**src/sv/srmo_pkg.sv**
```systemverilog
`default_nettype none

package srmo_pkg;

  // APB register map: register n at byte address 4*n
  localparam int unsigned APB_ADDR_W = 4;
  localparam int unsigned APB_DATA_W = 32;

  localparam logic [1:0] REG_PERIOD = 2'd0;
  localparam logic [1:0] REG_BAND   = 2'd1;
  localparam logic [1:0] REG_HOLD   = 2'd2;

  localparam logic [15:0] PERIOD_RST = 16'd10;
  localparam logic [15:0] BAND_RST   = 16'd0;
  localparam logic [31:0] HOLD_RST   = 32'd1000;

  typedef struct packed {
    logic [15:0] period;
    logic [15:0] band;
    logic [31:0] hold;
  } cfg_t;

  // status that rides with each queued transaction
  typedef struct packed {
    logic active;
    logic settled;
    logic slope_neg;
  } flags_t;

endpackage

`default_nettype wire

```
**src/sv/srmo_sample_if.sv**
```systemverilog
`default_nettype none

interface srmo_sample_if #(
  parameter int unsigned VALUE_WIDTH = 16
) ();
  logic                          valid;
  logic                          ready;
  logic signed [VALUE_WIDTH-1:0] setpoint;
  logic signed [VALUE_WIDTH-1:0] measured;

  modport source (output valid, output setpoint, output measured, input ready);
  modport sink   (input valid, input setpoint, input measured, output ready);
endinterface

`default_nettype wire

```
**src/sv/srmo_result_if.sv**
```systemverilog
`default_nettype none

interface srmo_result_if #(
  parameter int unsigned VALUE_WIDTH = 16
) ();
  logic                           valid;
  logic                           ready;
  logic signed [VALUE_WIDTH-1:0]  peak_value;
  logic signed [VALUE_WIDTH:0]    error_now;
  logic        [VALUE_WIDTH-1:0]  overshoot;
  logic signed [VALUE_WIDTH+10:0] slope_per_second;
  logic        [31:0]             elapsed_ms;
  logic        [31:0]             settling_ms;
  logic                           resp_active;
  logic                           settled;

  modport source (
    output valid, output peak_value, output error_now, output overshoot,
    output slope_per_second, output elapsed_ms, output settling_ms,
    output resp_active, output settled, input ready
  );
  modport sink (
    input valid, input peak_value, input error_now, input overshoot,
    input slope_per_second, input elapsed_ms, input settling_ms,
    input resp_active, input settled, output ready
  );
endinterface

`default_nettype wire

```
**src/sv/step_response_metric_observer_unit.sv**
```systemverilog
// Channel    Dir  Handshake        Payload
// sample_i   in   valid / ready    setpoint, measured
// result_o   out  valid / ready    peak_value .. settled, one transaction per sample
// apb        in   psel / penable   paddr, pwdata -> period, band and hold registers
//
// A sample is classified in the front stage in its accept cycle and enters a two-entry queue.
// The back stage pops it and runs a restoring divide, one quotient bit per cycle; it takes
// the next sample from the queue only after its result has been loaded and it is back in
// its idle state.
// Reset (rst_ni, async low) clears all response state and loads the register reset values.
// The front keeps accepting while the queue has room; a stalled result holds the back stage
// in its done state.
`default_nettype none

module step_response_metric_observer_unit #(
  parameter int unsigned VALUE_WIDTH = 16
) (
  input  wire                                  clk_i,
  input  wire                                  rst_ni,
  srmo_sample_if.sink                          sample_i,
  srmo_result_if.source                        result_o,
  input  wire                                  psel,
  input  wire                                  penable,
  input  wire                                  pwrite,
  input  wire  [srmo_pkg::APB_ADDR_W-1:0]      paddr,
  input  wire  [srmo_pkg::APB_DATA_W-1:0]      pwdata,
  output logic [srmo_pkg::APB_DATA_W-1:0]      prdata,
  output logic                                 pready
);

  localparam int unsigned NumW   = VALUE_WIDTH + 10;
  localparam int unsigned EntryW = $bits(srmo_pkg::flags_t) + 3 * VALUE_WIDTH + 1 + 64 + NumW;

  srmo_pkg::cfg_t    cfg_q;
  logic [1:0]        reg_idx;
  logic              cfg_wr;

  logic              push;
  logic              pop;
  logic              q_full;
  logic              q_empty;
  logic [EntryW-1:0] push_entry;
  logic [EntryW-1:0] pop_entry;

  // ------------------------------------------------------------------
  // Configuration registers: write on the APB access cycle
  // ------------------------------------------------------------------
  assign pready  = 1'b1;
  assign reg_idx = paddr[3:2];
  assign cfg_wr  = psel && penable && pwrite && pready;

  always_ff @(posedge clk_i or negedge rst_ni) begin
    if (!rst_ni) begin
      cfg_q.period <= srmo_pkg::PERIOD_RST;
      cfg_q.band   <= srmo_pkg::BAND_RST;
      cfg_q.hold   <= srmo_pkg::HOLD_RST;
    end else if (cfg_wr) begin
      case (reg_idx)
        srmo_pkg::REG_PERIOD: cfg_q.period <= pwdata[15:0];
        srmo_pkg::REG_BAND:   cfg_q.band   <= pwdata[15:0];
        srmo_pkg::REG_HOLD:   cfg_q.hold   <= pwdata;
        default: ;
      endcase
    end
  end

  always_comb begin
    case (reg_idx)
      srmo_pkg::REG_PERIOD: prdata = {16'd0, cfg_q.period};
      srmo_pkg::REG_BAND:   prdata = {16'd0, cfg_q.band};
      srmo_pkg::REG_HOLD:   prdata = cfg_q.hold;
      default:              prdata = '0;
    endcase
  end

  // ------------------------------------------------------------------
  // Front: update response state, build the queued transaction
  // ------------------------------------------------------------------
  srmo_front #(
    .VALUE_WIDTH (VALUE_WIDTH)
  ) u_front (
    .clk_i      (clk_i),
    .rst_ni     (rst_ni),
    .cfg_i      (cfg_q),
    .in_valid_i (sample_i.valid),
    .in_ready_o (sample_i.ready),
    .setpoint_i (sample_i.setpoint),
    .measured_i (sample_i.measured),
    .full_i     (q_full),
    .push_o     (push),
    .entry_o    (push_entry)
  );

  // Decouple classification from the divide
  srmo_queue #(
    .WIDTH (EntryW)
  ) u_queue (
    .clk_i   (clk_i),
    .rst_ni  (rst_ni),
    .push_i  (push),
    .data_i  (push_entry),
    .full_o  (q_full),
    .pop_i   (pop),
    .data_o  (pop_entry),
    .empty_o (q_empty)
  );

  // ------------------------------------------------------------------
  // Back: serial slope divide and result register
  // ------------------------------------------------------------------
  srmo_back #(
    .VALUE_WIDTH (VALUE_WIDTH)
  ) u_back (
    .clk_i        (clk_i),
    .rst_ni       (rst_ni),
    .period_i     (cfg_q.period),
    .empty_i      (q_empty),
    .entry_i      (pop_entry),
    .pop_o        (pop),
    .out_valid_o  (result_o.valid),
    .out_ready_i  (result_o.ready),
    .peak_value_o (result_o.peak_value),
    .error_now_o  (result_o.error_now),
    .overshoot_o  (result_o.overshoot),
    .slope_o      (result_o.slope_per_second),
    .elapsed_o    (result_o.elapsed_ms),
    .settling_o   (result_o.settling_ms),
    .active_o     (result_o.resp_active),
    .settled_o    (result_o.settled)
  );

  // ------------------------------------------------------------------
  // Assertions
  // ------------------------------------------------------------------
  a_no_overflow : assert property (@(posedge clk_i) disable iff (!rst_ni)
    push |-> !q_full)
    else $error("queue push while full");

  a_no_underflow : assert property (@(posedge clk_i) disable iff (!rst_ni)
    pop |-> !q_empty)
    else $error("queue pop while empty");

  a_flags_excl : assert property (@(posedge clk_i) disable iff (!rst_ni)
    result_o.valid |-> (result_o.resp_active != result_o.settled))
    else $error("active and settled flags disagree");

  a_stamp_le_elapsed : assert property (@(posedge clk_i) disable iff (!rst_ni)
    result_o.valid |-> (result_o.settling_ms <= result_o.elapsed_ms))
    else $error("settling time beyond elapsed time");

endmodule

`default_nettype wire

```
**src/sv/srmo_front.sv**
```systemverilog
`default_nettype none

module srmo_front #(
  parameter int unsigned VALUE_WIDTH = 16,
  localparam int unsigned NumW = VALUE_WIDTH + 10,
  localparam int unsigned EntryW = $bits(srmo_pkg::flags_t) + 3 * VALUE_WIDTH + 1 + 64 + NumW
) (
  input  wire                          clk_i,
  input  wire                          rst_ni,
  input  wire srmo_pkg::cfg_t          cfg_i,
  input  wire                          in_valid_i,
  output logic                         in_ready_o,
  input  wire  [VALUE_WIDTH-1:0]       setpoint_i,
  input  wire  [VALUE_WIDTH-1:0]       measured_i,
  input  wire                          full_i,
  output logic                         push_o,
  output logic [EntryW-1:0]            entry_o
);

  localparam int unsigned VW = VALUE_WIDTH;

  logic signed [VW-1:0] sp, pv;
  logic                 restart;

  logic                 started_q;
  logic signed [VW-1:0] held_q, last_q, peak_q;
  logic        [31:0]   elapsed_q, inband_q, stamp_q;
  logic                 active_q, settled_q;

  logic signed [VW-1:0] last_eff, peak_base, peak_new;
  logic        [31:0]   elapsed_base, inband_base, stamp_base;
  logic                 active_base, settled_base;
  logic        [32:0]   elapsed_sum, inband_sum;
  logic        [31:0]   elapsed_new, inband_sat, inband_new, stamp_new;
  logic                 active_new, settled_new;

  logic signed [VW:0]   err, delta, ovs_diff;
  logic        [VW:0]   abs_err, abs_delta;
  logic        [VW-1:0] ovs;
  logic                 in_band;
  logic        [VW+10:0] mag_full;
  logic        [NumW-1:0] mag;
  srmo_pkg::flags_t     flags;

  assign sp = signed'(setpoint_i);
  assign pv = signed'(measured_i);

  assign in_ready_o = !full_i;
  assign push_o     = in_valid_i && !full_i;

  // a new setpoint, or the first sample, starts the response over
  assign restart = !started_q || (sp != held_q);

  always_comb begin
    last_eff     = restart ? pv : last_q;
    peak_base    = restart ? pv : peak_q;
    elapsed_base = restart ? '0 : elapsed_q;
    inband_base  = restart ? '0 : inband_q;
    stamp_base   = restart ? '0 : stamp_q;
    active_base  = restart ? 1'b1 : active_q;
    settled_base = restart ? 1'b0 : settled_q;
  end

  // saturate: hold the count when the add would pass 32 bits
  assign elapsed_sum = {1'b0, elapsed_base} + {17'd0, cfg_i.period};
  assign elapsed_new = elapsed_sum[32] ? elapsed_base : elapsed_sum[31:0];
  assign inband_sum  = {1'b0, inband_base} + {17'd0, cfg_i.period};
  assign inband_sat  = inband_sum[32] ? inband_base : inband_sum[31:0];

  assign peak_new = (pv > peak_base) ? pv : peak_base;

  assign err     = {sp[VW-1], sp} - {pv[VW-1], pv};
  assign abs_err = err[VW] ? unsigned'(-err) : unsigned'(err);
  assign in_band = 32'(abs_err) <= 32'(cfg_i.band);

  assign ovs_diff = {peak_new[VW-1], peak_new} - {sp[VW-1], sp};
  assign ovs      = (peak_new > sp) ? ovs_diff[VW-1:0] : '0;

  always_comb begin
    inband_new  = '0;
    stamp_new   = stamp_base;
    active_new  = active_base;
    settled_new = settled_base;
    if (in_band) begin
      inband_new = inband_sat;
      if (!settled_base && (inband_sat >= cfg_i.hold)) begin
        settled_new = 1'b1;
        active_new  = 1'b0;
        stamp_new   = elapsed_new;
      end
    end else if (settled_base) begin
      settled_new = 1'b0;
      active_new  = 1'b1;
    end
  end

  // slope numerator as sign and magnitude; x1000 = x*1024 - x*16 - x*8
  assign delta     = {pv[VW-1], pv} - {last_eff[VW-1], last_eff};
  assign abs_delta = delta[VW] ? unsigned'(-delta) : unsigned'(delta);
  assign mag_full  = {abs_delta, 10'd0} - {6'd0, abs_delta, 4'd0} - {7'd0, abs_delta, 3'd0};
  assign mag       = mag_full[NumW-1:0];

  always_comb begin
    flags.active    = active_new;
    flags.settled   = settled_new;
    flags.slope_neg = delta[VW];
  end

  assign entry_o = {flags, peak_new, err, ovs, elapsed_new, stamp_new, mag};

  always_ff @(posedge clk_i or negedge rst_ni) begin
    if (!rst_ni) begin
      started_q <= 1'b0;
      held_q    <= '0;
      last_q    <= '0;
      peak_q    <= '0;
      elapsed_q <= '0;
      inband_q  <= '0;
      stamp_q   <= '0;
      active_q  <= 1'b0;
      settled_q <= 1'b0;
    end else if (push_o) begin
      started_q <= 1'b1;
      held_q    <= sp;
      last_q    <= pv;
      peak_q    <= peak_new;
      elapsed_q <= elapsed_new;
      inband_q  <= inband_new;
      stamp_q   <= stamp_new;
      active_q  <= active_new;
      settled_q <= settled_new;
    end
  end

endmodule

`default_nettype wire

```
**src/sv/srmo_queue.sv**
```systemverilog
`default_nettype none

module srmo_queue #(
  parameter int unsigned WIDTH = 8
) (
  input  wire              clk_i,
  input  wire              rst_ni,
  input  wire              push_i,
  input  wire  [WIDTH-1:0] data_i,
  output logic             full_o,
  input  wire              pop_i,
  output logic [WIDTH-1:0] data_o,
  output logic             empty_o
);

  logic [WIDTH-1:0] slot_q [2];
  logic             wr_ptr_q, rd_ptr_q;
  logic [1:0]       count_q;

  assign full_o  = count_q[1];
  assign empty_o = (count_q == 2'd0);
  assign data_o  = slot_q[rd_ptr_q];

  always_ff @(posedge clk_i) begin
    if (push_i) begin
      slot_q[wr_ptr_q] <= data_i;
    end
  end

  always_ff @(posedge clk_i or negedge rst_ni) begin
    if (!rst_ni) begin
      wr_ptr_q <= 1'b0;
      rd_ptr_q <= 1'b0;
      count_q  <= 2'd0;
    end else begin
      if (push_i) begin
        wr_ptr_q <= !wr_ptr_q;
      end
      if (pop_i) begin
        rd_ptr_q <= !rd_ptr_q;
      end
      if (push_i && !pop_i) begin
        count_q <= count_q + 2'd1;
      end else if (pop_i && !push_i) begin
        count_q <= count_q - 2'd1;
      end
    end
  end

endmodule

`default_nettype wire

```
**src/sv/srmo_back.sv**
```systemverilog
`default_nettype none

module srmo_back #(
  parameter int unsigned VALUE_WIDTH = 16,
  localparam int unsigned NumW = VALUE_WIDTH + 10,
  localparam int unsigned EntryW = $bits(srmo_pkg::flags_t) + 3 * VALUE_WIDTH + 1 + 64 + NumW
) (
  input  wire                           clk_i,
  input  wire                           rst_ni,
  input  wire  [15:0]                   period_i,
  input  wire                           empty_i,
  input  wire  [EntryW-1:0]             entry_i,
  output logic                          pop_o,
  output logic                          out_valid_o,
  input  wire                           out_ready_i,
  output logic signed [VALUE_WIDTH-1:0] peak_value_o,
  output logic signed [VALUE_WIDTH:0]   error_now_o,
  output logic        [VALUE_WIDTH-1:0] overshoot_o,
  output logic signed [VALUE_WIDTH+10:0] slope_o,
  output logic        [31:0]            elapsed_o,
  output logic        [31:0]            settling_o,
  output logic                          active_o,
  output logic                          settled_o
);

  localparam int unsigned VW    = VALUE_WIDTH;
  localparam int unsigned HoldW = EntryW - NumW;
  localparam int unsigned CntW  = $clog2(NumW);

  typedef enum logic [2:0] {
    ST_IDLE = 3'b001,
    ST_RUN  = 3'b010,
    ST_DONE = 3'b100
  } back_state_e;

  back_state_e       state_q, state_d;
  logic [HoldW-1:0]  hold_q;
  logic [NumW-1:0]   num_q;
  logic [15:0]       rem_q;
  logic [CntW-1:0]   cnt_q;
  logic              out_valid_q;
  logic              load_out;

  logic [16:0]       trial;
  logic              q_bit;
  logic [16:0]       trial_diff;

  srmo_pkg::flags_t  h_flags;
  logic [VW-1:0]     h_peak;
  logic [VW:0]       h_err;
  logic [VW-1:0]     h_ovs;
  logic [31:0]       h_elapsed, h_stamp;
  logic [NumW:0]     slope_mag;
  logic [NumW:0]     slope_val;

  assign {h_flags, h_peak, h_err, h_ovs, h_elapsed, h_stamp} = hold_q;

  // one restoring divide step per cycle: quotient bits shift into num_q
  assign trial      = {rem_q, num_q[NumW-1]};
  assign q_bit      = trial >= {1'b0, period_i};
  assign trial_diff = trial - {1'b0, period_i};

  assign pop_o    = (state_q == ST_IDLE) && !empty_i;
  assign load_out = (state_q == ST_DONE) && (!out_valid_q || out_ready_i);

  always_comb begin
    state_d = state_q;
    case (state_q)
      ST_IDLE: if (!empty_i) state_d = ST_RUN;
      ST_RUN:  if (cnt_q == CntW'(NumW - 1)) state_d = ST_DONE;
      ST_DONE: if (load_out) state_d = ST_IDLE;
      default: state_d = ST_IDLE;
    endcase
  end

  always_ff @(posedge clk_i or negedge rst_ni) begin
    if (!rst_ni) begin
      state_q     <= ST_IDLE;
      cnt_q       <= '0;
      out_valid_q <= 1'b0;
    end else begin
      state_q <= state_d;
      if (pop_o) begin
        cnt_q <= '0;
      end else if (state_q == ST_RUN) begin
        cnt_q <= cnt_q + CntW'(1);
      end
      if (load_out) begin
        out_valid_q <= 1'b1;
      end else if (out_ready_i) begin
        out_valid_q <= 1'b0;
      end
    end
  end

  always_ff @(posedge clk_i) begin
    if (pop_o) begin
      hold_q <= entry_i[EntryW-1:NumW];
      num_q  <= entry_i[NumW-1:0];
      rem_q  <= '0;
    end else if (state_q == ST_RUN) begin
      num_q <= {num_q[NumW-2:0], q_bit};
      rem_q <= q_bit ? trial_diff[15:0] : trial[15:0];
    end
  end

  // apply the sign; a zero period reports zero slope
  assign slope_mag = {1'b0, num_q};
  always_comb begin
    if (period_i == 16'd0) begin
      slope_val = '0;
    end else if (h_flags.slope_neg) begin
      slope_val = -slope_mag;
    end else begin
      slope_val = slope_mag;
    end
  end

  always_ff @(posedge clk_i) begin
    if (load_out) begin
      peak_value_o <= signed'(h_peak);
      error_now_o  <= signed'(h_err);
      overshoot_o  <= h_ovs;
      slope_o      <= signed'(slope_val);
      elapsed_o    <= h_elapsed;
      settling_o   <= h_stamp;
      active_o     <= h_flags.active;
      settled_o    <= h_flags.settled;
    end
  end

  assign out_valid_o = out_valid_q;

endmodule

`default_nettype wire
```
**src/flat_wrapper.sv**
```systemverilog
// flat-port wrapper written by rule: the top's interface ports become plain ports
module step_response_metric_observer_unit_flat 
#(
  parameter int unsigned VALUE_WIDTH = 16
)
  (clk_i, rst_ni, psel, penable, pwrite, paddr, pwdata, prdata, pready, sample_i_valid, sample_i_setpoint, sample_i_measured, sample_i_ready, result_o_valid, result_o_peak_value, result_o_error_now, result_o_overshoot, result_o_slope_per_second, result_o_elapsed_ms, result_o_settling_ms, result_o_resp_active, result_o_settled, result_o_ready);
  srmo_sample_if #(.VALUE_WIDTH(VALUE_WIDTH)) sample_i_i ();
  srmo_result_if #(.VALUE_WIDTH(VALUE_WIDTH)) result_o_i ();
  input  wire clk_i;
  input  wire rst_ni;
  input  wire psel;
  input  wire penable;
  input  wire pwrite;
  input  wire  [srmo_pkg::APB_ADDR_W-1:0] paddr;
  input  wire  [srmo_pkg::APB_DATA_W-1:0] pwdata;
  output logic [srmo_pkg::APB_DATA_W-1:0] prdata;
  output logic pready;
  input wire logic [$bits(sample_i_i.valid)-1:0] sample_i_valid;
  input wire logic [$bits(sample_i_i.setpoint)-1:0] sample_i_setpoint;
  input wire logic [$bits(sample_i_i.measured)-1:0] sample_i_measured;
  output wire logic [$bits(sample_i_i.ready)-1:0] sample_i_ready;
  output wire logic [$bits(result_o_i.valid)-1:0] result_o_valid;
  output wire logic [$bits(result_o_i.peak_value)-1:0] result_o_peak_value;
  output wire logic [$bits(result_o_i.error_now)-1:0] result_o_error_now;
  output wire logic [$bits(result_o_i.overshoot)-1:0] result_o_overshoot;
  output wire logic [$bits(result_o_i.slope_per_second)-1:0] result_o_slope_per_second;
  output wire logic [$bits(result_o_i.elapsed_ms)-1:0] result_o_elapsed_ms;
  output wire logic [$bits(result_o_i.settling_ms)-1:0] result_o_settling_ms;
  output wire logic [$bits(result_o_i.resp_active)-1:0] result_o_resp_active;
  output wire logic [$bits(result_o_i.settled)-1:0] result_o_settled;
  input wire logic [$bits(result_o_i.ready)-1:0] result_o_ready;
  assign sample_i_i.valid = sample_i_valid;
  assign sample_i_i.setpoint = sample_i_setpoint;
  assign sample_i_i.measured = sample_i_measured;
  assign sample_i_ready = sample_i_i.ready;
  assign result_o_valid = result_o_i.valid;
  assign result_o_peak_value = result_o_i.peak_value;
  assign result_o_error_now = result_o_i.error_now;
  assign result_o_overshoot = result_o_i.overshoot;
  assign result_o_slope_per_second = result_o_i.slope_per_second;
  assign result_o_elapsed_ms = result_o_i.elapsed_ms;
  assign result_o_settling_ms = result_o_i.settling_ms;
  assign result_o_resp_active = result_o_i.resp_active;
  assign result_o_settled = result_o_i.settled;
  assign result_o_i.ready = result_o_ready;
  step_response_metric_observer_unit #(.VALUE_WIDTH(VALUE_WIDTH)) u_core (.clk_i(clk_i), .rst_ni(rst_ni), .sample_i(sample_i_i), .result_o(result_o_i), .psel(psel), .penable(penable), .pwrite(pwrite), .paddr(paddr), .pwdata(pwdata), .prdata(prdata), .pready(pready));
endmodule
```
**config.mk**
```make
export PLATFORM = sky130hd
export DESIGN_NAME = step_response_metric_observer_unit_flat
export DESIGN_NICKNAME = d
export VERILOG_FILES = /design/src/sv/srmo_pkg.sv /design/src/sv/srmo_sample_if.sv /design/src/sv/srmo_result_if.sv /design/src/sv/step_response_metric_observer_unit.sv /design/src/sv/srmo_front.sv /design/src/sv/srmo_queue.sv /design/src/sv/srmo_back.sv /design/src/flat_wrapper.sv
export SDC_FILE = /design/constraint.sdc
export NUM_CORES = 2
export LEC_CHECK = 0
export BUFFER_PORTS_ARGS = -buffer_cell sky130_fd_sc_hd__buf_2
export CAP_MARGIN = 20
export CORE_UTILIZATION = 55
export DETAILED_ROUTE_END_ITERATION = 8
export GPL_ROUTABILITY_DRIVEN = 1
export HOLD_SLACK_MARGIN = 0.06
export PLACE_DENSITY = 0.76
export SETUP_SLACK_MARGIN = 0.4
export SKIP_LAST_GASP = 1
export SYNTH_ARGS = -nofsm -noshare
export SYNTH_HDL_FRONTEND = slang
export SYNTH_SLANG_ARGS = --single-unit
```
**constraint.sdc**
```tcl
create_clock -name clk_i -period 7.5 [get_ports clk_i]
set_clock_uncertainty 0.05 [all_clocks]
set_input_delay 0.75 -clock clk_i [delete_from_list [all_inputs] [get_ports clk_i]]
set_output_delay 0.75 -clock clk_i [all_outputs]
set_load 0.005 [all_outputs]
```
==> reports/results.ini <==
[sta]
setup_viol=0
rsz0062_at_grt=yes
worstMarginPinSlew_ns=1.04
fin_tns_setup_ns=0
max_freq_mhz=146
min_period_ns=6.87
timing.final.hold_violations=0
slew_violations=0
worst_hold_slack_ns=0.112
period_share_pct=91.6
relSlewSlack_pct=30.5

[synth]
synth_edf_count=562
ys_ff_latch=802
syn-num-nets=3667
yosys-top-cells-area=edfxtp_1 42%, dfrtp_1 13%, ha_1 6.2%
synth.distinct_cells=82
yosysSeqAreaShare_pct=57.2
synth.avg_cell_area_um2=11.8
synthTopCellsByCount=562 x edfxtp_1, 260 x nand2_1, 218 x inv_1
yosysTopAreaCell=edfxtp_1
synth_area_um2=39900
synth-main-ff-cell=edfxtp_1
synth_top_cell_area_share_pct=42.3
netlist_instances=3382
ys_warn_count=0
synth_most_common_cell=edfxtp_1
ys_async_sr_fraction_pct=27.9

[hold_path]
hp-class=primary input to async pin

[clock_tree]
clk_path_buf_depth=3
ctsHoldBuffers=0
cts_tree=yes
worstSkewPairLatency_ns=0.65
clk_pin_slew_worst_paths_ns=0.07
cts_root_buf=clkbuf_16
cts.htree.levels=3
cts_buffers=83
cts_sinks=802

[route]
via_per_inst=5.76
postRouteWirelength_um=94500
drt_pre_antenna_iters=5
avgRoutedWirePerCell_um=19.9
drt-initial-drc-count=1988
drc=0
ant_nets=0
routed-via-count=27430

[grt]
grt_first_pass_wirelength_um=146000
gr-total-overflow=0
grt_pass1_vias=26355
grt_antenna_before_repair=18
grt_max_degree=107
grtUsageTotal_pct=25.3

[worst_setup_path]
critPathRequiredTime_ns=7.90
setup.worst_path.class=register to register
end_kind=register
cpMaxStageDelayCell=or4_1
crit_fanout=5
start_kind=register
cp.arrival_ns=7.27
max_stage_delay_ns=0.53

[power_and_ir_drop]
peakVddDrop_v=0.000314
powerDensity_nw_per_um2=346
p_leak_uw=0.0186

[floorplanning]
die_area_um2=73500
initial_core_util_pct=55.7
fp.dieW_um=271
pin_count=252
die-height_um=271
rows=98
core-area_um2=71600

[finish]
area_growth_pct=15.8
fin_area_um2=46100
stdcell_count=4759
nets=4016
drive_gt1_share_pct=20.7

[flow_run]
drv_cap=0

[run_status]
status=completed

[placed_design]
place_area_um2=43000
dp_cells=4580
dp_hpwl_um=66900
port_buffers=248
gp_congestion=0.918

## metal layers
metal | track usage [%] | part of all wire [%] | vias to the layer above | wire, um
met5 | 0 | 0.11 | - | 103
met1 | 33.7 | 43 | 13386 | 40300
met4 | 7.97 | 2.6 | 18 | 2500
li1 | - | - | 13087 | -
met3 | 4.64 | 6.1 | 165 | 5730
met2 | 42.2 | 49 | 774 | 45900
## cell families after synthesis
group | share of synthesized area, %
adders and majority gates | 6.84
AOI/OAI and AO/OA | 11.8
other | 0.00941
and+or+nand+nor | 10.8
muxes | 6.14
buffers and inverters | 3.42
xor gates and xnor gates | 3.76
DFF | 57.2
## cell type report
| type | instances | area, um^2 |
|---|---|---|
| sequential | 802 | 22800 |
| inverter | 221 | 837 |
| antenna | 8 | 20.0 |
| tap | 950 | 1190 |
| fill | 5493 | 25500 |
| timing repair buffer | 396 | 2470 |
| clock inverter | 51 | 512 |
| multi-input combinational | 2227 | 16100 |
| clock buffer | 104 | 2190 |
## what timing repair did
action	CTS	global route
pin swaps	0	16
endpoints found under the setup margin	44	145
gates resized for setup	4	64
gates cloned	0	1
setup buffers	1	13
## worst max-delay path: cells and delay by family (launching register included)
family                   cells  cell delay, ns
flip-flops                   1            0.39
XOR/XNOR                     4            0.80
buffers and inverters        3            0.50
adder cells (fa/ha/maj)      4            1.29
AO/OA/AOI/OAI                9            1.69
AND/OR/NAND/NOR             10            1.94
## cell usage in the layout (no fill, tap or decap), types with 12 or more instances in the layout
cell type / count
xnor2_1: 81
nor2_1: 209
fa_1: 12
o31ai_1: 37
a31oi_1: 36
mux2_2: 165
and3_1: 23
nand3_1: 62
ha_1: 196
a31o_2: 12
or3_1: 15
nor3_1: 52
a22o_1: 18
clkinv_2: 14
nand2b_1: 30
a21o_1: 50
and2_1: 55
o31a_1: 13
edfxtp_1: 562
clkbuf_1: 18
clkinv_1: 14
mux2i_1: 58
a21oi_1: 172
nand4_1: 39
nand2_1: 258
o21a_1: 32
nor4_1: 19
xor2_1: 82
clkbuf_16: 84
o2bb2ai_1: 31
buf_4: 139
dfrtp_1: 214
dfxtp_1: 16
o22ai_1: 17
inv_1: 216
buf_2: 247
nor2b_1: 46
o21ai_0: 200
## path summary, 6_finish.rpt
| kind | start | cells after the start | slack, ns | end |
|---|---|---|---|---|
| worst max-delay path | u_core.u_front.held_q[5]$_DFFE_PN0P_ | 30 | 0.63 | u_core.u_queue.slot_q[0][25]$_DFFE_PP_ |
| worst min-delay path | rst_ni | 1 | 0.11 | u_core.cfg_q[18]$_DFFE_PN0P_ |
| worst max register to register | u_core.u_front.held_q[5]$_DFFE_PN0P_ | 30 | 0.63 | u_core.u_queue.slot_q[0][25]$_DFFE_PP_ |
| worst min register to register | u_core.u_back.hold_q[23]$_DFFE_PP_ | 0 | 0.37 | u_core.u_back.settling_o[23]$_DFFE_PP_ |
| max in group asynchronous | rst_ni | 2 | 5.84 | u_core.u_front.elapsed_q[21]$_DFFE_PN0P_ |
| min in group clk_i | pwdata[20] | 3 | 0.25 | u_core.cfg_q[20]$_DFFE_PN0P_ |
## through the flow
stage | power, uW | setup WS, ns | util, %
after global placement | 11600 | -0.185 | 60.0
after global routing | 16900 | 0.333 | 64.4
after detailed placement | 11800 | -0.348 | 60.0
final | 16000 | 0.631 | 64.4
after CTS | 15900 | 0.416 | 63.8
after floorplan | 10300 | 0.423 | -
## where the power goes
group	internal (uW)	switching, uW
registers	6420	531
clock network	2310	1760
logic	2030	2940
total	10800	5230
## state kept, by name (all words and copies together), names as in the netlist, 17 cells and up
name                       flops
u_core.u_back.error_now_o     17
u_core.u_queue.slot_q        278
u_core.u_back.hold_q         116
u_core.u_back.num_q           26
u_core.u_back.settling_o      32
u_core.u_back.elapsed_o       32
u_core.u_back.slope_o         27
u_core.u_front.inband_q       32
u_core.u_front.stamp_q        32
u_core.cfg_q                  64
u_core.u_front.elapsed_q      32
Note: power is estimated with default switching activity, not from simulation.
